==> config.mk <==
export PLATFORM = sky130hd
export DESIGN_NAME = dsws_front
export DESIGN_NICKNAME = d
export VERILOG_FILES = /design/src/dsws_pkg.sv /design/src/dsws_front.sv
export SDC_FILE = /design/constraint.sdc
export NUM_CORES = 1
export LEC_CHECK = 0
export ABC_CLOCK_PERIOD_IN_PS = 4300
export BUFFER_PORTS_ARGS = -buffer_cell sky130_fd_sc_hd__buf_2
export CAP_MARGIN = 25
export CORE_ASPECT_RATIO = 0.75
export CORE_MARGIN = 1
export CORE_UTILIZATION = 55
export CTS_CLUSTER_DIAMETER = 150
export CTS_CLUSTER_SIZE = 20
export DETAILED_ROUTE_END_ITERATION = 10
export PLACE_DENSITY = 0.77
export REMOVE_ABC_BUFFERS = 1
export SLEW_MARGIN = 20
export SYNTH_ARGS = -nofsm -noshare
export SYNTH_HDL_FRONTEND = slang
export SYNTH_SLANG_ARGS = --single-unit
==> constraint.sdc <==
create_clock -name i_clk -period 4.3 [get_ports i_clk]
set_clock_uncertainty 0.1 [all_clocks]
set_input_delay 0.43 -clock i_clk [delete_from_list [all_inputs] [get_ports i_clk]]
set_output_delay 0.43 -clock i_clk [all_outputs]
set_load 0.005 [all_outputs]
==> src/dsws_pkg.sv <==
// ---------------------------------------------------------------------------
// dsws_pkg
// shared types and constants of the dual stream window statistics core
// ---------------------------------------------------------------------------
package dsws_pkg;

    localparam int MAX_WINDOW   = 64;
    localparam int SAMPLE_BITS  = 24;
    localparam int COUNT_BITS   = 7;
    localparam int SUM_BITS     = 31;
    localparam int SQSUM_BITS   = 55;
    localparam int STAT_BITS    = 32;
    localparam int DVD_BITS     = 77;
    localparam int DVS_BITS     = 13;
    localparam int DIV_STEPS    = DVD_BITS;
    localparam int SQRT_STEPS   = 32;
    localparam int FIFO_DEPTH   = 4;
    localparam int FIFO_AW      = 2;
    localparam int OUT_BITS     = 240;

    localparam logic [COUNT_BITS-1:0] WINDOW_RESET = 7'd50;
    localparam logic [COUNT_BITS-1:0] WINDOW_CAP   = 7'd64;

    localparam logic OP_ADD    = 1'b0;
    localparam logic OP_REPORT = 1'b1;

    localparam logic REG_WINDOW = 1'b0;

    typedef struct packed {
        logic                   op;
        logic                   sel;
        logic [SAMPLE_BITS-1:0] sample;
    } t_item;

    typedef struct packed {
        logic [COUNT_BITS-1:0]  count;
        logic [SUM_BITS-1:0]    sum;
        logic [SQSUM_BITS-1:0]  sqsum;
        logic [SAMPLE_BITS-1:0] min;
        logic [SAMPLE_BITS-1:0] max;
    } t_snap;

    typedef struct packed {
        logic [STAT_BITS-1:0]   dev;
        logic [STAT_BITS-1:0]   mean;
        logic [SAMPLE_BITS-1:0] max;
        logic [SAMPLE_BITS-1:0] min;
        logic [COUNT_BITS-1:0]  count;
    } t_stats;

    typedef enum logic [2:0] {
        ST_IDLE,
        ST_MUL,
        ST_DIVM,
        ST_DIVV,
        ST_SQRT,
        ST_OUT
    } t_state;

endpackage

==> src/dsws_front.sv <==
// ---------------------------------------------------------------------------
// dsws_front
// input request queue between the stream port and the statistics back end
// ---------------------------------------------------------------------------
module dsws_front (
    input  logic           i_clk,
    input  logic           i_rst_n,
    input  logic           i_valid,
    output logic           o_ready,
    input  dsws_pkg::t_item i_item,
    output logic           o_valid,
    input  logic           i_pop,
    output dsws_pkg::t_item o_item
);

    dsws_pkg::t_item r_mem [dsws_pkg::FIFO_DEPTH];
    logic [dsws_pkg::FIFO_AW-1:0] r_wr;
    logic [dsws_pkg::FIFO_AW-1:0] r_rd;
    logic [dsws_pkg::FIFO_AW:0]   r_cnt;
    logic push;
    logic pop;

    assign o_ready = (r_cnt != dsws_pkg::FIFO_AW'(0) + (dsws_pkg::FIFO_AW+1)'(dsws_pkg::FIFO_DEPTH));
    assign o_valid = (r_cnt != '0);
    assign o_item  = r_mem[r_rd];
    assign push    = i_valid && o_ready;
    assign pop     = i_pop && o_valid;

    always_ff @(posedge i_clk) begin
        if (push) begin
            r_mem[r_wr] <= i_item;
        end
    end

    always_ff @(posedge i_clk) begin
        if (!i_rst_n) begin
            r_wr  <= '0;
            r_rd  <= '0;
            r_cnt <= '0;
        end else begin
            if (push) begin
                r_wr <= r_wr + 1'b1;
            end
            if (pop) begin
                r_rd <= r_rd + 1'b1;
            end
            if (push && !pop) begin
                r_cnt <= r_cnt + 1'b1;
            end else if (pop && !push) begin
                r_cnt <= r_cnt - 1'b1;
            end
        end
    end

endmodule

==> impl_results.md <==
- Outcome: finished, final reports clean
- Worst-path maximum fanout: 26
- Most frequent cells in the layout: 104 x edfxtp_1, 57 x buf_2, 20 x mux4_2
- Number of synthesized flops with an enable pin: roughly 100
- # diodes: 0
- Final period util: 65.1%
- Power Density: ~650 nW/µm²
- Post-Syn Instances: roughly 180
- Unrepaired setup endpoints after global routing: no
- First-pass GRT wire length: ~11 mm
- CTS H-tree depth: 4
- Io pins: a little under 60
- Worst rel slew slack: about two fifths
- Site Rows: 27
- Syn avg cell area: between 20 and 25 µm²
- 1st-iter DRT viols: 84
- FMAX: 357 MHz
- Grt ovf: 0
- Worst skew pair latency: 500 ps
- Setup violations, final: 0
- Cts repair resizes: 0
- Pre-antenna DRT Iters: 4
- Hold_buf cts: 0
- Synth warnings: 0
- Die W: 104 µm
- WL/cell: 19.3 µm
- Ratio of cells with drive above 1 in the final layout: approximately two fifths
- Clock sinks: roughly 110
- Final Hold Fails: 0
- Setup TNS Final: 0 ps
- WP data arrival: between 2000 and 2500 ps
- Via density: approximately 5.4
- Most common cell after layout, fill and taps aside: edfxtp_1
- Total leakage power: ~0.0018 µW
- Placed wire-length estimate: approximately 4.4 mm
- Total CTS buffers: 17
- Largest net degree at the start of global routing: 27
- CTS tree: yes
- Maximum clock insertion buffer count: 2
- Met2 Routed Length: 3.40 mm
- Synth Flop Type: edfxtp_1
- Vias in the first global route: ~2.1k
- M1 WL: 3.30 mm
- Area share of the leading cell type in the synthesized netlist: approximately 73%
- Routed met3 length: 427 µm
- Synth Cell Area: between 4000 and 5000 µm²
- Post-synth top area cell: edfxtp_1
- VDD IR-drop max: around 390 µV
- HP Class: input port to flop
- Final core occ: a little over two thirds
- Die H: between 70 and 80 µm
- Measured slew at the worst slew-check pin: 905 ps
- CP required: 3770 ps
- Minimum clock period: between 2000 and 3000 ps
- CTS Root Cell: clkbuf_8
- Filler cells: 464
- Die area: 8170 µm²
- Area of placed instances: between 4000 and 5000 µm²
- Sequential share of the synthesized area: approximately 77%
- Core footprint: approximately 7400 µm²
- Initial antenna violation count: 0
- Seq cells post-synth: roughly 110
- Port Buffer Count: 57
- Worst reg2reg setup slack: around 1800 ps
- Max Cap Viol: 0
- Synth unique cells: 25
- Async SR Flop Fraction: 0%
- Initial Util: between 50% and 60%
- Crit end category: output pin
- Clock-pin slew of the registers on the worst-case setup and hold paths: 60 ps
- Overall Global Routing Usage: 19.9%
- Layout Nets: 294
- Top sig layer: met4
- Routed WL: 7.18 mm
- Vias: 2021
- Max-slew violation count: 0
- Final ANT Viol Nets: 0
- GPL Wtd Cong: 0.773
- Area grow syn2layout: 22.5%
- Remaining DRCs: 0
- Fin Hold WS: 39.0 ps
- Startpoint types: flop
- Final instance area: between 5000 and 6000 µm²
- Kind of critical path: flop to output pin
- Post-CTS setup buffers: 0
- Main area contributors after synthesis: edfxtp_1 73%, mux4_2 10%, dfxtp_1 4.2%
- Power, Total: around 3400 µW
## registers in the layout, summed over array words and instances, names as in the netlist, named ones only
name / count
r_cnt: 3
r_mem: 104
r_rd: 2
r_wr: 2
## stage by stage
stage	instances	setup WS, ps
floorplan	177	1920
global placement	340	1960
detailed placement	340	1820
CTS	371	1420
global route	371	1330
finish	371	1500
## metal layers
metal	GRT usage, %	up-vias
li1	-	911
met1	26.5	1029
met2	30.1	74
met3	7.39	7
met4	8.14	0
met5	0	-
## Yosys cell counts, drive strengths merged, types with 2 or more instances
| library cell | instances |
|---|---|
| a21boi | 2 |
| and2 | 8 |
| buf | 5 |
| clkbuf | 2 |
| dfxtp | 9 |
| edfxtp | 104 |
| ha | 5 |
| inv | 3 |
| mux2i | 3 |
| mux4 | 26 |
| nand2 | 5 |
| or3 | 2 |
| xnor2 | 3 |
## where the power goes
part / total (µW) / internal (µW) / switching [µW] / leakage, µW
Combinational: 576 / 334 / 242 / 0.000540
Sequential: 1460 / 1340 / 115 / 0.00103
Clock: 1380 / 925 / 454 / 0.000281
## critical path, stage by stage (launching register included)
cell and delay, ps:
dfxtp_2 920, mux4_1 690, buf_2 150
## worst paths after layout
check                             start                     to  cells past startpoint
setup / recovery                   flop             o_item[23]                      2
hold / removal                i_item[1]  r_mem[0][1]$_DFFE_PP_                      1
hold reg to reg    r_wr[1]$_SDFFE_PN0P_   r_wr[1]$_SDFFE_PN0P_                      2
setup reg to reg  r_cnt[0]$_SDFFE_PN0P_  r_cnt[2]$_SDFFE_PN0P_                      8
## cells by family (layout without fill, tap and decap cells)
logic type,Yosys count,after routing,synth area share (%)
fa+ha+maj,6,6,1.92
compound gates,5,5,1.43
mux,29,29,14.9
buf+inv,10,96,1.89
simple gates,17,17,2.13
flops,113,113,76.9
xor+xnor,4,4,0.816
## area by class of cell
type	instances	area, µm²	area share (%)
Clock buffer	18	418	7.94
Inverter	3	11.3	0.214
Sequential cell	113	3300	62.8
Tap cell	101	126	2.40
Timing Repair Buffer	62	323	6.14
Multi-Input combinational cell	61	908	17.3
Clock inverter	13	169	3.21
Power figures use the tool's default switching activity.
