--- src/dsws_pkg.sv ---
// ---------------------------------------------------------------------------
// dsws_pkg
// shared types and constants of the dual stream window statistics core
// ---------------------------------------------------------------------------
package dsws_pkg;

    localparam int MAX_WINDOW   = 64;
    localparam int SAMPLE_BITS  = 24;
    localparam int COUNT_BITS   = 7;
    localparam int SUM_BITS     = 31;
    localparam int SQSUM_BITS   = 55;
    localparam int STAT_BITS    = 32;
    localparam int DVD_BITS     = 77;
    localparam int DVS_BITS     = 13;
    localparam int DIV_STEPS    = DVD_BITS;
    localparam int SQRT_STEPS   = 32;
    localparam int FIFO_DEPTH   = 4;
    localparam int FIFO_AW      = 2;
    localparam int OUT_BITS     = 240;

    localparam logic [COUNT_BITS-1:0] WINDOW_RESET = 7'd50;
    localparam logic [COUNT_BITS-1:0] WINDOW_CAP   = 7'd64;

    localparam logic OP_ADD    = 1'b0;
    localparam logic OP_REPORT = 1'b1;

    localparam logic REG_WINDOW = 1'b0;

    typedef struct packed {
        logic                   op;
        logic                   sel;
        logic [SAMPLE_BITS-1:0] sample;
    } t_item;

    typedef struct packed {
        logic [COUNT_BITS-1:0]  count;
        logic [SUM_BITS-1:0]    sum;
        logic [SQSUM_BITS-1:0]  sqsum;
        logic [SAMPLE_BITS-1:0] min;
        logic [SAMPLE_BITS-1:0] max;
    } t_snap;

    typedef struct packed {
        logic [STAT_BITS-1:0]   dev;
        logic [STAT_BITS-1:0]   mean;
        logic [SAMPLE_BITS-1:0] max;
        logic [SAMPLE_BITS-1:0] min;
        logic [COUNT_BITS-1:0]  count;
    } t_stats;

    typedef enum logic [2:0] {
        ST_IDLE,
        ST_MUL,
        ST_DIVM,
        ST_DIVV,
        ST_SQRT,
        ST_OUT
    } t_state;

endpackage

--- src/dsws_accum.sv ---
// ---------------------------------------------------------------------------
// dsws_accum
// per-stream count, sum, sum of squares, min and max; hands a snapshot to
// the report unit and clears on a report request
// ---------------------------------------------------------------------------
module dsws_accum (
    input  logic                                i_clk,
    input  logic                                i_rst_n,
    input  logic                                i_valid,
    input  dsws_pkg::t_item                     i_item,
    output logic                                o_pop,
    input  logic [dsws_pkg::COUNT_BITS-1:0]     i_window,
    input  logic                                i_rep_idle,
    output logic                                o_go,
    output dsws_pkg::t_snap [1:0]               o_snap
);

    dsws_pkg::t_snap [1:0] r_st;
    logic [dsws_pkg::COUNT_BITS-1:0] limit;
    dsws_pkg::t_snap cur;
    logic [2*dsws_pkg::SAMPLE_BITS-1:0] sq;
    logic is_add;
    logic take;

    assign limit  = (i_window > dsws_pkg::WINDOW_CAP) ? dsws_pkg::WINDOW_CAP : i_window;
    assign is_add = (i_item.op == dsws_pkg::OP_ADD);
    assign o_go   = i_valid && !is_add && i_rep_idle;
    assign o_pop  = i_valid && (is_add || i_rep_idle);
    assign o_snap = r_st;
    assign cur    = r_st[i_item.sel];
    assign sq     = i_item.sample * i_item.sample;
    assign take   = i_valid && is_add && (cur.count < limit);

    always_ff @(posedge i_clk) begin
        if (!i_rst_n || o_go) begin
            r_st <= '0;
        end else if (take) begin
            if (cur.count == '0) begin
                r_st[i_item.sel].min <= i_item.sample;
                r_st[i_item.sel].max <= i_item.sample;
            end else begin
                if (i_item.sample < cur.min) begin
                    r_st[i_item.sel].min <= i_item.sample;
                end
                if (i_item.sample > cur.max) begin
                    r_st[i_item.sel].max <= i_item.sample;
                end
            end
            r_st[i_item.sel].sum   <= cur.sum + dsws_pkg::SUM_BITS'(i_item.sample);
            r_st[i_item.sel].sqsum <= cur.sqsum + dsws_pkg::SQSUM_BITS'(sq);
            r_st[i_item.sel].count <= cur.count + 1'b1;
        end
    end

endmodule

--- config.mk ---
export PLATFORM = sky130hd
export DESIGN_NAME = dsws_accum
export DESIGN_NICKNAME = d
export VERILOG_FILES = /design/src/dsws_pkg.sv /design/src/dsws_accum.sv
export SDC_FILE = /design/constraint.sdc
export NUM_CORES = 2
export LEC_CHECK = 0
export BUFFER_PORTS_ARGS = -buffer_cell sky130_fd_sc_hd__buf_2
export CAP_MARGIN = 30
export CORE_AREA = 2 2 298 300
export DETAILED_ROUTE_END_ITERATION = 16
export DIE_AREA = 0 0 300 302
export HOLD_SLACK_MARGIN = 0.08
export SLEW_MARGIN = 30
export SYNTH_ARGS = -nofsm -noshare
export SYNTH_HDL_FRONTEND = slang
export SYNTH_SLANG_ARGS = --single-unit
--- constraint.sdc ---
create_clock -name i_clk -period 9.7 [get_ports i_clk]
set_input_delay 0.485 -clock i_clk [delete_from_list [all_inputs] [get_ports i_clk]]
set_output_delay 0.485 -clock i_clk [all_outputs]
set_load 0.01 [all_outputs]
==> results.rst <==
.. list-table::
   :header-rows: 1

   * - Metric
     - Value
   * - Setup slack, reg-to-reg
     - 4.05 ns
   * - TNS Setup
     - 0 ns
   * - Yosys top cell by area
     - fa_1
   * - Worst reg2reg path startpoint
     - o_snap[69]
   * - Capturing point of the worst reg2reg path
     - o_snap[235]
   * - Number of nets produced by synthesis
     - 4481
   * - Critical path arrival
     - 8.22 ns
   * - Period minus WS final
     - 7.76 ns
   * - Final period util
     - 80.0%
   * - Worst rel slew slack
     - 32.9%
   * - Largest net degree at the start of global routing
     - 114
   * - CTS H-tree depth
     - 2
   * - Number of antenna violations at the first check in global routing
     - 3
   * - CP Data Required Time
     - 10.16 ns
   * - DRT iter0 DRCs
     - 1569
   * - Max-cap violations
     - 0
   * - Total count of max-transition violations in the final report
     - 0
   * - I/O pins
     - 321
   * - Critical Path Start Type
     - primary input
   * - Wire per inst
     - 20.1 µm
   * - Average cell area after synthesis
     - 8.67 µm²
   * - Total via count in the routed design
     - 26100
   * - Cell at the root of the clock tree
     - clkbuf_16
   * - Transition time at the pin with the least slew margin
     - 1.01 ns
   * - Top fanout value on the critical path
     - 28
   * - Total of buffers placed on input and output ports
     - 320
   * - Sum of overflow across all layers after global routing
     - 0
   * - Startpoint of the worst setup timing path
     - i_item[19]
   * - Half-perimeter wire length of the detailed placement result
     - 79600 µm
   * - Top-area cell type share of the netlist area
     - 29.1%
   * - Worst clock skew
     - 0.0235 ns
   * - Number of vias per cell
     - 5.11
   * - Number of fillers in the final layout
     - 8883
   * - Clock tree from TritonCTS
     - yes
   * - Proportion of synthesized chip area in sequential cells
     - 17.5%
   * - Total count of hold-check failures in the final report
     - 0
   * - Share of cells above drive strength 1
     - 13.4%
   * - End point of the critical path
     - o_snap[235]
   * - Number of search-and-repair iterations in the first detailed-routing pass
     - 6
   * - Setup repair after global routing missed its margin
     - no
   * - Post-CTS Hold Buffers
     - 0
   * - Worst-case clock buffer depth
     - 3
   * - Highest clock rate
     - 129 MHz
   * - Max reg flops
     - 282
   * - Number of flops mapped to enable cells by yosys
     - 0
   * - Most used flip-flop cell after synthesis
     - dfxtp_1
   * - CORE AREA
     - 87600 µm²
   * - Total die area
     - 90600 µm²
   * - Cell types occupying the most area after synthesis
     - fa_1, dfxtp_1, ha_1
   * - Row count
     - 109
   * - Area of the mapped netlist
     - 32200 µm²
   * - Remaining design rule violation count
     - 0
   * - Syn-to-layout area delta
     - 12.5%
   * - Post CTS Setup Buffer Count
     - 0
   * - Status
     - finished clean
   * - Detailed Route WL
     - 103000 µm
   * - Async SR Flop Fraction
     - 0%
   * - Hold WC Path Type
     - primary input to register
   * - Net total in the final layout
     - 4686
   * - CTS clk-pin slew, worst paths
     - 0.06 ns
   * - Routability-driven placement congestion ratio
     - 0.901
   * - Worst skew pair latency
     - 0.59 ns
   * - Number of resized instances in the post-cts repair step
     - 0
   * - TritonCTS sink count
     - 282
   * - Global-route wire length before repair
     - 159000 µm
   * - Clock buffer count from CTS
     - 37
   * - Synthesized instance count
     - 3712
   * - Register-to-Register Path Depth
     - 17
   * - Aggregate global-route resource usage
     - 22.7%
   * - Synthesized flop and latch total
     - 282
   * - Syn. warnings
     - 0
   * - Critical path start-end classification
     - primary input to register
   * - Worst setup EP type
     - register
   * - Vias in the first global route
     - 26800
   * - Total setup violations reported at the end of the flow
     - 0
   * - Horizontal die dimension
     - 300 µm
   * - Count of nets left with antenna violations after detail routing
     - 0
   * - Vertical die dimension
     - 302 µm
   * - Synth unique cells
     - 78
   * - Initial core utilization
     - 36.8%
-- layout by cell type, fill, tap and decap left out, drive strengths merged, types with 10 or more instances in the layout --
cell type	netlist	final
ha	264	264
nand2b	12	12
xor2	33	33
inv	668	671
nor2b	15	15
a21o	51	51
mux2	73	73
o31ai	11	11
or2	10	10
and3	19	19
nand3	108	108
or3	12	12
a31oi	14	14
a21oi	277	277
dfxtp	282	282
xnor2	56	56
nand4	25	25
o21bai	12	12
fa	468	468
a211oi	19	19
clkinv	0	12
o21ai	132	132
nand2	487	487
mux2i	117	117
nor3	20	20
nor2	152	152
clkbuf	160	47
and2	102	102
buf	33	358
-- synthesized netlist by cell type, types with 4 or more instances --
| cell | count |
|---|---|
| o21bai_1 | 12 |
| mux2i_1 | 117 |
| a21o_1 | 50 |
| o31a_1 | 4 |
| or4_1 | 6 |
| a31oi_1 | 14 |
| nor3_1 | 20 |
| or3_1 | 11 |
| mux2_2 | 73 |
| or2_2 | 9 |
| inv_1 | 668 |
| clkbuf_1 | 160 |
| o31ai_1 | 9 |
| and3_1 | 19 |
| nand2b_1 | 12 |
| nor2b_1 | 15 |
| a221o_1 | 4 |
| o21ai_1 | 19 |
| fa_1 | 468 |
| o21ai_0 | 113 |
| o211ai_1 | 7 |
| buf_2 | 12 |
| o21a_1 | 7 |
| and2_1 | 102 |
| a211oi_1 | 19 |
| nand4_1 | 25 |
| nor2_1 | 152 |
| a21oi_1 | 276 |
| nand2_1 | 486 |
| xor2_1 | 33 |
| dfxtp_1 | 282 |
| ha_1 | 264 |
| xnor2_1 | 56 |
| a221oi_1 | 4 |
| buf_1 | 19 |
| nand3_1 | 107 |
-- layer usage --
metal  vias to the layer above  GRT usage, %  wire length [µm]
met5                         -             0                25
met4                         4          6.98              3300
met3                       152          5.83              8050
met2                       765          37.3             48000
met1                     13000          29.4             43500
li1                      12200             -                 -
-- cell type report --
cell class | instances | area, µm² | share of cell area (%)
clock buffers | 46 | 1010 | 2.79
well taps | 1165 | 1460 | 4.03
inverters | 668 | 2510 | 6.93
flip-flops and latches | 282 | 5650 | 15.6
repair buffers | 359 | 1940 | 5.35
clock inverters | 20 | 292 | 0.805
diodes | 1 | 2.50 | 0.00691
multi-input cells | 2569 | 23400 | 64.5
-- worst min path at each step --
stage / from / cells past startpoint / to / slack, ns
CTS: i_rst_n / 3 / o_snap[134] / 0.23
detailed placement: o_snap[203] / 2 / o_snap[203] / 0.46
global placement: o_snap[244] / 2 / o_snap[244] / 0.45
global route: i_rst_n / 3 / o_snap[275] / 0.27
floorplan: o_snap[226] / 2 / o_snap[226] / 0.49
finish: i_rst_n / 3 / o_snap[134] / 0.26
-- logic make-up after synthesis --
logic type,after synthesis,share of synthesized area [%]
buffers and inverters,861,10.1
and+or+nand+nor,977,13.6
AOI/OAI and AO/OA,581,10.7
DFF,282,17.5
adders and majority gates,732,39.4
muxes,190,6.19
xor gates and xnor gates,89,2.42
-- metrics by stage --
stage	area, µm²	hold WS (ns)	utilization [%]	setup slack [ns]	std cells
after floorplan	32200	0.487	-	2.66	3712
after global placement	34900	0.451	39.8	1.52	5042
after detailed placement	34900	0.458	39.8	1.49	5042
after CTS	36200	0.227	41.3	2.12	5108
after global routing	36200	0.269	41.3	1.66	5109
final	36200	0.257	41.3	1.94	5110
-- worst max-delay path: stages --
cell      delay [ns]
buf_2           0.61
inv_1           0.29
nor2_1          0.29
inv_1           0.10
fa_1            0.51
inv_1           0.06
fa_1            0.54
inv_1           0.06
fa_1            0.44
fa_1            0.54
inv_1           0.05
fa_1            0.44
fa_1            0.52
inv_1           0.05
fa_1            0.48
inv_1           0.04
ha_1            0.35
a21oi_1         0.20
o21ai_0         0.14
a41o_1          0.25
a221o_1         0.33
a31oi_1         0.56
o221ai_1        0.37
nand2_1         0.15
xor2_1          0.20
o21ai_0         0.12
Power is left out: the tool's default activity adds up to more than one toggle a clock period on the data nets, which glitch-free logic cannot reach.
