===== config.mk =====
export PLATFORM = sky130hd
export DESIGN_NAME = dsws_report
export DESIGN_NICKNAME = d
export VERILOG_FILES = /design/src/dsws_pkg.sv /design/src/dsws_report.sv
export SDC_FILE = /design/constraint.sdc
export NUM_CORES = 2
export LEC_CHECK = 0
export BUFFER_PORTS_ARGS = -buffer_cell sky130_fd_sc_hd__buf_2
export CAP_MARGIN = 20
export CORE_MARGIN = 1.5
export CORE_UTILIZATION = 30
export CTS_CLUSTER_DIAMETER = 60
export DETAILED_ROUTE_END_ITERATION = 7
export PLACE_DENSITY = 0.53
export SYNTH_ARGS = -nofsm -noshare
export SYNTH_HDL_FRONTEND = slang
export SYNTH_SLANG_ARGS = --single-unit

===== constraint.sdc =====
create_clock -name i_clk -period 57.9 [get_ports i_clk]
set_clock_uncertainty 0.1 [all_clocks]
set_input_delay 2.895 -clock i_clk [delete_from_list [all_inputs] [get_ports i_clk]]
set_output_delay 2.895 -clock i_clk [all_outputs]
set_load 0.05 [all_outputs]

===== src/dsws_pkg.sv =====
// ---------------------------------------------------------------------------
// dsws_pkg
// shared types and constants of the dual stream window statistics core
// ---------------------------------------------------------------------------
package dsws_pkg;

    localparam int MAX_WINDOW   = 64;
    localparam int SAMPLE_BITS  = 24;
    localparam int COUNT_BITS   = 7;
    localparam int SUM_BITS     = 31;
    localparam int SQSUM_BITS   = 55;
    localparam int STAT_BITS    = 32;
    localparam int DVD_BITS     = 77;
    localparam int DVS_BITS     = 13;
    localparam int DIV_STEPS    = DVD_BITS;
    localparam int SQRT_STEPS   = 32;
    localparam int FIFO_DEPTH   = 4;
    localparam int FIFO_AW      = 2;
    localparam int OUT_BITS     = 240;

    localparam logic [COUNT_BITS-1:0] WINDOW_RESET = 7'd50;
    localparam logic [COUNT_BITS-1:0] WINDOW_CAP   = 7'd64;

    localparam logic OP_ADD    = 1'b0;
    localparam logic OP_REPORT = 1'b1;

    localparam logic REG_WINDOW = 1'b0;

    typedef struct packed {
        logic                   op;
        logic                   sel;
        logic [SAMPLE_BITS-1:0] sample;
    } t_item;

    typedef struct packed {
        logic [COUNT_BITS-1:0]  count;
        logic [SUM_BITS-1:0]    sum;
        logic [SQSUM_BITS-1:0]  sqsum;
        logic [SAMPLE_BITS-1:0] min;
        logic [SAMPLE_BITS-1:0] max;
    } t_snap;

    typedef struct packed {
        logic [STAT_BITS-1:0]   dev;
        logic [STAT_BITS-1:0]   mean;
        logic [SAMPLE_BITS-1:0] max;
        logic [SAMPLE_BITS-1:0] min;
        logic [COUNT_BITS-1:0]  count;
    } t_stats;

    typedef enum logic [2:0] {
        ST_IDLE,
        ST_MUL,
        ST_DIVM,
        ST_DIVV,
        ST_SQRT,
        ST_OUT
    } t_state;

endpackage


===== src/dsws_report.sv =====
// ---------------------------------------------------------------------------
// dsws_report
// report unit: per stream a mean divide, a variance divide and an integer
// square root, one bit or one root digit per cycle, then an output register
// ---------------------------------------------------------------------------
module dsws_report (
    input  logic                  i_clk,
    input  logic                  i_rst_n,
    input  logic                  i_go,
    input  dsws_pkg::t_snap [1:0] i_snap,
    output logic                  o_idle,
    output logic                  o_valid,
    input  logic                  i_ready,
    output dsws_pkg::t_stats [1:0] o_stats
);

    dsws_pkg::t_state r_state;
    dsws_pkg::t_state n_state;
    dsws_pkg::t_snap [1:0] r_snap;
    dsws_pkg::t_stats [1:0] r_res;
    logic                               r_s;
    logic [61:0]                        r_pa;
    logic [61:0]                        r_pb;
    logic [dsws_pkg::DVD_BITS-1:0]      r_dvd;
    logic [dsws_pkg::DVS_BITS-1:0]      r_dvs;
    logic [dsws_pkg::DVS_BITS-1:0]      r_rem;
    logic [6:0]                         r_cnt;
    logic [63:0]                        r_rq;
    logic [32:0]                        r_srem;
    logic [31:0]                        r_root;

    dsws_pkg::t_snap                    cur;
    logic [dsws_pkg::DVS_BITS:0]        div_sh;
    logic                               div_ge;
    logic [dsws_pkg::DVS_BITS-1:0]      div_rem_n;
    logic [dsws_pkg::DVD_BITS-1:0]      div_q_n;
    logic [34:0]                        sq_sh;
    logic [34:0]                        sq_trial;
    logic                               sq_ge;
    logic [31:0]                        root_n;
    logic [61:0]                        num;
    logic                               div_last;
    logic                               sqrt_last;
    logic                               empty;

    assign cur       = r_snap[r_s];
    assign empty     = (cur.count == '0);
    assign div_sh    = {r_rem, r_dvd[dsws_pkg::DVD_BITS-1]};
    assign div_ge    = (div_sh >= {1'b0, r_dvs});
    assign div_rem_n = div_ge ? dsws_pkg::DVS_BITS'(div_sh - {1'b0, r_dvs})
                              : dsws_pkg::DVS_BITS'(div_sh);
    assign div_q_n   = {r_dvd[dsws_pkg::DVD_BITS-2:0], div_ge};
    assign sq_sh     = {r_srem, r_rq[63:62]};
    assign sq_trial  = {1'b0, r_root, 2'b01};
    assign sq_ge     = (sq_sh >= sq_trial);
    assign root_n    = {r_root[30:0], sq_ge};
    assign num       = r_pa - r_pb;
    assign div_last  = (r_cnt == 7'(dsws_pkg::DIV_STEPS - 1));
    assign sqrt_last = (r_cnt == 7'(dsws_pkg::SQRT_STEPS - 1));
    assign o_stats   = r_res;

    always_comb begin
        n_state = r_state;
        case (r_state)
            dsws_pkg::ST_IDLE: begin
                if (i_go) begin
                    n_state = dsws_pkg::ST_MUL;
                end
            end
            dsws_pkg::ST_MUL:  n_state = dsws_pkg::ST_DIVM;
            dsws_pkg::ST_DIVM: begin
                if (div_last) begin
                    n_state = dsws_pkg::ST_DIVV;
                end
            end
            dsws_pkg::ST_DIVV: begin
                if (div_last) begin
                    n_state = dsws_pkg::ST_SQRT;
                end
            end
            dsws_pkg::ST_SQRT: begin
                if (sqrt_last) begin
                    n_state = r_s ? dsws_pkg::ST_OUT : dsws_pkg::ST_MUL;
                end
            end
            dsws_pkg::ST_OUT: begin
                if (i_ready) begin
                    n_state = dsws_pkg::ST_IDLE;
                end
            end
            default: n_state = dsws_pkg::ST_IDLE;
        endcase
    end

    always_comb begin
        o_idle  = 1'b0;
        o_valid = 1'b0;
        case (r_state)
            dsws_pkg::ST_IDLE: o_idle  = 1'b1;
            dsws_pkg::ST_OUT:  o_valid = 1'b1;
            default: begin
                o_idle  = 1'b0;
                o_valid = 1'b0;
            end
        endcase
    end

    always_ff @(posedge i_clk) begin
        if (!i_rst_n) begin
            r_state <= dsws_pkg::ST_IDLE;
        end else begin
            r_state <= n_state;
        end
    end

    always_ff @(posedge i_clk) begin
        case (r_state)
            dsws_pkg::ST_IDLE: begin
                r_snap <= i_snap;
                r_s    <= 1'b0;
            end
            dsws_pkg::ST_MUL: begin
                r_pa  <= 62'(cur.count * cur.sqsum);
                r_pb  <= 62'(cur.sum * cur.sum);
                r_dvd <= dsws_pkg::DVD_BITS'({cur.sum, 8'd0});
                r_dvs <= dsws_pkg::DVS_BITS'(cur.count);
                r_rem <= '0;
                r_cnt <= '0;
            end
            dsws_pkg::ST_DIVM: begin
                if (div_last) begin
                    r_res[r_s].mean <= div_q_n[31:0];
                    // variance numerator scaled by 2^16 over n squared
                    r_dvd <= dsws_pkg::DVD_BITS'({num, 16'd0});
                    r_dvs <= dsws_pkg::DVS_BITS'(cur.count * cur.count);
                    r_rem <= '0;
                    r_cnt <= '0;
                end else begin
                    r_dvd <= div_q_n;
                    r_rem <= div_rem_n;
                    r_cnt <= r_cnt + 1'b1;
                end
            end
            dsws_pkg::ST_DIVV: begin
                if (div_last) begin
                    r_rq   <= div_q_n[63:0];
                    r_srem <= '0;
                    r_root <= '0;
                    r_cnt  <= '0;
                end else begin
                    r_dvd <= div_q_n;
                    r_rem <= div_rem_n;
                    r_cnt <= r_cnt + 1'b1;
                end
            end
            dsws_pkg::ST_SQRT: begin
                r_rq   <= {r_rq[61:0], 2'b00};
                r_srem <= sq_ge ? 33'(sq_sh - sq_trial) : 33'(sq_sh);
                r_root <= root_n;
                r_cnt  <= r_cnt + 1'b1;
                if (sqrt_last) begin
                    r_res[r_s].count <= cur.count;
                    r_res[r_s].dev   <= empty ? '0 : root_n;
                    r_res[r_s].min   <= empty ? '0 : cur.min;
                    r_res[r_s].max   <= empty ? '0 : cur.max;
                    if (empty) begin
                        r_res[r_s].mean <= '0;
                    end
                    r_s <= 1'b1;
                end
            end
            default: begin
                r_s <= r_s;
            end
        endcase
    end

endmodule


==> implementation parameters <==
Parameter                              Value

GRT
  Via count of the first global-routing pass ... 57.3k
  Pin count of the biggest net entering global routing ... 95
  Grt total ovfl ... 0
  GR Util All Layers ... 17.4%
  Wire length of the first global-routing pass ... 346000 um
  Number of antenna violations at the first check in global routing ... 7

Clock tree
  Source-to-sink clock delay at the later pin of the worst-skew pair ... 0.79 ns
  Clock-pin transition on the worst setup and hold timing paths ... 0.06 ns
  Total number of clock tree sinks ... 884
  CTS tree ... done
  Number of buffers created by CTS ... 107
  Hold_buf cts ... 0
  Number of buffers inserted by post-CTS setup repair ... 0
  Level count of the clock H-tree ... 3
  CTS resizes ... 0
  Number of buffers between clock root and the deepest sink ... 3
  Clock root buffer ... sky130_fd_sc_hd__clkbuf_16

STA
  Final sum of negative setup slack ... 0 ns
  Number of pins with negative max-slew slack in the final report ... 0
  Hold violation count in the final report ... 0
  Setup repair after global routing missed its margin ... false
  Tmin final ... 10.83 ns
  Number of endpoints failing setup at the final stage ... 0
  Upper clock frequency limit ... 0.0923 GHz
  Period utilisation layout ... 18.7%
  Slew @ Worst Pin ... 1.10 ns
  Headroom to the max-slew limit ... 26.6%

Synth
  Number of synthesized flops with an enable pin ... 881
  Cells taking the most area after synthesis ... sky130_fd_sc_hd__edfxtp_1 (34%), sky130_fd_sc_hd__fa_1 (27%), sky130_fd_sc_hd__ha_1 (7.5%)
  Fraction of synthesized cell area in xor and xnor cells ... 2.74%
  Number of distinct library cell variants in the gate-level netlist after synthesis ... 91
  Area leader, netlist ... sky130_fd_sc_hd__edfxtp_1
  Sequential element share of the synthesized area ... 34.4%
  Synth Cell Area ... 77200 um2
  Post-Synth Simple-Gate Area ... 11.7%
  Library cell with the highest instance count after synthesis ... sky130_fd_sc_hd__inv_1
  Async set-or-reset flop fraction in the synthesized netlist ... 0%
  Top cell type's share of synthesized area ... 34.3%
  Most frequently used flop master after synthesis ... sky130_fd_sc_hd__edfxtp_1
  Post-Syn Area per Cell ... 10.6 um2
  Post-synthesis net count ... 9029
  Most frequent cells after synthesis ... sky130_fd_sc_hd__inv_1 (1284), sky130_fd_sc_hd__fa_1 (1027), sky130_fd_sc_hd__nand2_1 (935)
  Adder and majority gate portion of the synthesized area ... 34.1%
  Instance count of the mapped netlist ... 7254
  Synthesized-area fraction occupied by ao, oa, aoi and oai cells ... 7.26%
  Synthesis Warnings ... 0
  Dominant combinational cell family by area after synthesis ... adder cells
  Flip-flop and latch count after synthesis ... 884
  Proportion of synthesized area in mux cells ... 2.03%

Worst setup path
  Delay contributed by the slowest stage of the critical path ... 0.90 ns
  Launch point of the critical path ... r_s$_DFFE_PP_
  Cell repeated most along the worst path ... sky130_fd_sc_hd__fa_1
  Master of the slowest instance on the critical path ... sky130_fd_sc_hd__inv_1
  Startpoint types ... flip-flop
  Max FO, Critical Path ... 36
  Classification of the worst setup path ... flip-flop to flip-flop
  Critical Path Sink Type ... flip-flop
  CP arrival ... 11.22 ns
  Endpoint of the lowest-slack register-to-register path ... r_pb[60]$_DFFE_PP_
  Reg2reg setup slack ... 47.07 ns
  Length in cells of the worst reg-to-reg path ... 28
  Beginning of the worst register-to-register path ... r_s$_DFFE_PP_
  Data required time at the worst endpoint ... 58.29 ns
  Capture point of the worst path ... r_pb[60]$_DFFE_PP_

Routing
  Number of detailed-routing iterations run before antenna repair ... 5
  Average routed wire per standard cell ... 20.3 um
  Remaining number of nets flagged by the antenna check after routing ... 0
  Overall routed net length ... 226000 um
  Vias per cell ... 4.77
  Remaining design rule violation count ... 0
  Overall via count from detail_route ... 53.3k
  First-iteration detailed-routing DRC count ... 3487

Worst hold path
  Class of the worst hold path ... flip-flop to flip-flop
  Min-delay src ... r_rq[6]$_DFFE_PP_

Floorplan
  Total Die Area ... 260000 um2
  Initial cell density of the core ... 30.1%
  CORE AREA ... 256000 um2
  Number of standard-cell rows in the floorplan ... 186
  Height of the die ... 510 um
  Die width ... 510 um
  Number of I/O pins ... 526

Finish
  Area growth from synthesis to layout ... 13.1%
  Net count reported at finish ... 9458
  Proportion of layout cells with a drive suffix above 1 ... 11.9%

Place
  Quantity of I/O buffers inserted on ports ... 525
  Gpl congestion ... 0.917
  Final HPWL from detailed placement ... 174000 um

Outcome
  Status ... completed

Flow run
  Max-cap violation count ... 0
[worst max-delay path: cells and delay by family, from the launching register on]
family	cells	cell delay (ns)
mux	1	0.67
flops	1	0.32
simple gates	3	0.68
xor+xnor	1	0.16
buf+inv	9	2.25
fa+ha+maj	9	4.59
compound gates	5	1.66
[routing by layer]
metal	share of wire, %	track usage [%]
met3	6.3	2.74
met1	43	22.7
met4	3.5	5.71
met2	48	29.3
met5	0	0
[layout make-up]
cell class / count / area, um2
fillers: 25900 / 169000
repair buffers: 612 / 3330
inverters: 1295 / 4860
clock inverters: 71 / 766
well taps: 3384 / 4230
clock buffers: 124 / 2740
flip-flops and latches: 884 / 26500
multi-input cells: 4783 / 44800
diodes: 6 / 15.0
[metrics by stage]
| step | std cells | util [%] | hold slack (ns) | setup slack [ns] | area [um2] |
|---|---|---|---|---|---|
| CTS | 11200 | 34.0 | 0.379 | 47.21 | 87200 |
| finish | 11200 | 34.1 | 0.380 | 47.07 | 87300 |
| floorplan | 7254 | - | 0.384 | 34.21 | 77200 |
| detailed placement | 11000 | 32.7 | 0.398 | 47.20 | 83700 |
| global placement | 11000 | 32.7 | 0.398 | 47.30 | 83700 |
| global route | 11200 | 34.1 | 0.425 | 46.60 | 87300 |
[worst min-delay path by stage]
| stage | slack, ns | endpoint | cells after the start |
|---|---|---|---|
| final | 0.38 | r_rq[8]$_DFFE_PP_ | 2 |
| after CTS | 0.38 | r_rq[8]$_DFFE_PP_ | 2 |
| after global routing | 0.42 | o_stats[169]$_DFFE_PP_ | 1 |
| after global placement | 0.40 | r_rq[35]$_DFFE_PP_ | 2 |
| after detailed placement | 0.40 | r_rq[60]$_DFFE_PP_ | 2 |
| after floorplan | 0.38 | r_rq[10]$_DFFE_PP_ | 2 |
[cells by family (layout without fill, tap and decap cells)]
logic type | Yosys count | count (layout)
flip-flops | 884 | 884
AO/OA/AOI/OAI | 876 | 876
buffers and inverters | 1587 | 2102
AND/OR/NAND/NOR | 2030 | 2030
XOR/XNOR | 241 | 241
other | 0 | 6
multiplexers | 147 | 147
adder cells (fa/ha/maj) | 1489 | 1489
[flip-flops by register name (all words and copies together), names as in the netlist, 32 cells and up]
name / cells
r_srem: 33
r_snap: 282
r_pb: 60
r_pa: 61
o_stats: 238
r_root: 32
r_rq: 64
r_dvd: 77
[cells in the final DEF (no fill, tap or decap), types with 156 or more instances in the layout]
cell type | netlist | routed
sky130_fd_sc_hd__a21oi_1 | 283 | 283
sky130_fd_sc_hd__and2_1 | 179 | 179
sky130_fd_sc_hd__and3_1 | 156 | 156
sky130_fd_sc_hd__buf_2 | 10 | 525
sky130_fd_sc_hd__edfxtp_1 | 881 | 881
sky130_fd_sc_hd__fa_1 | 1027 | 1027
sky130_fd_sc_hd__ha_1 | 462 | 462
sky130_fd_sc_hd__inv_1 | 1284 | 1281
sky130_fd_sc_hd__nand2_1 | 935 | 934
sky130_fd_sc_hd__nor2_1 | 486 | 484
sky130_fd_sc_hd__o21ai_0 | 165 | 164
Power is left out: the tool's default activity adds up to more than one toggle a clock period on the data nets, which glitch-free logic cannot reach.
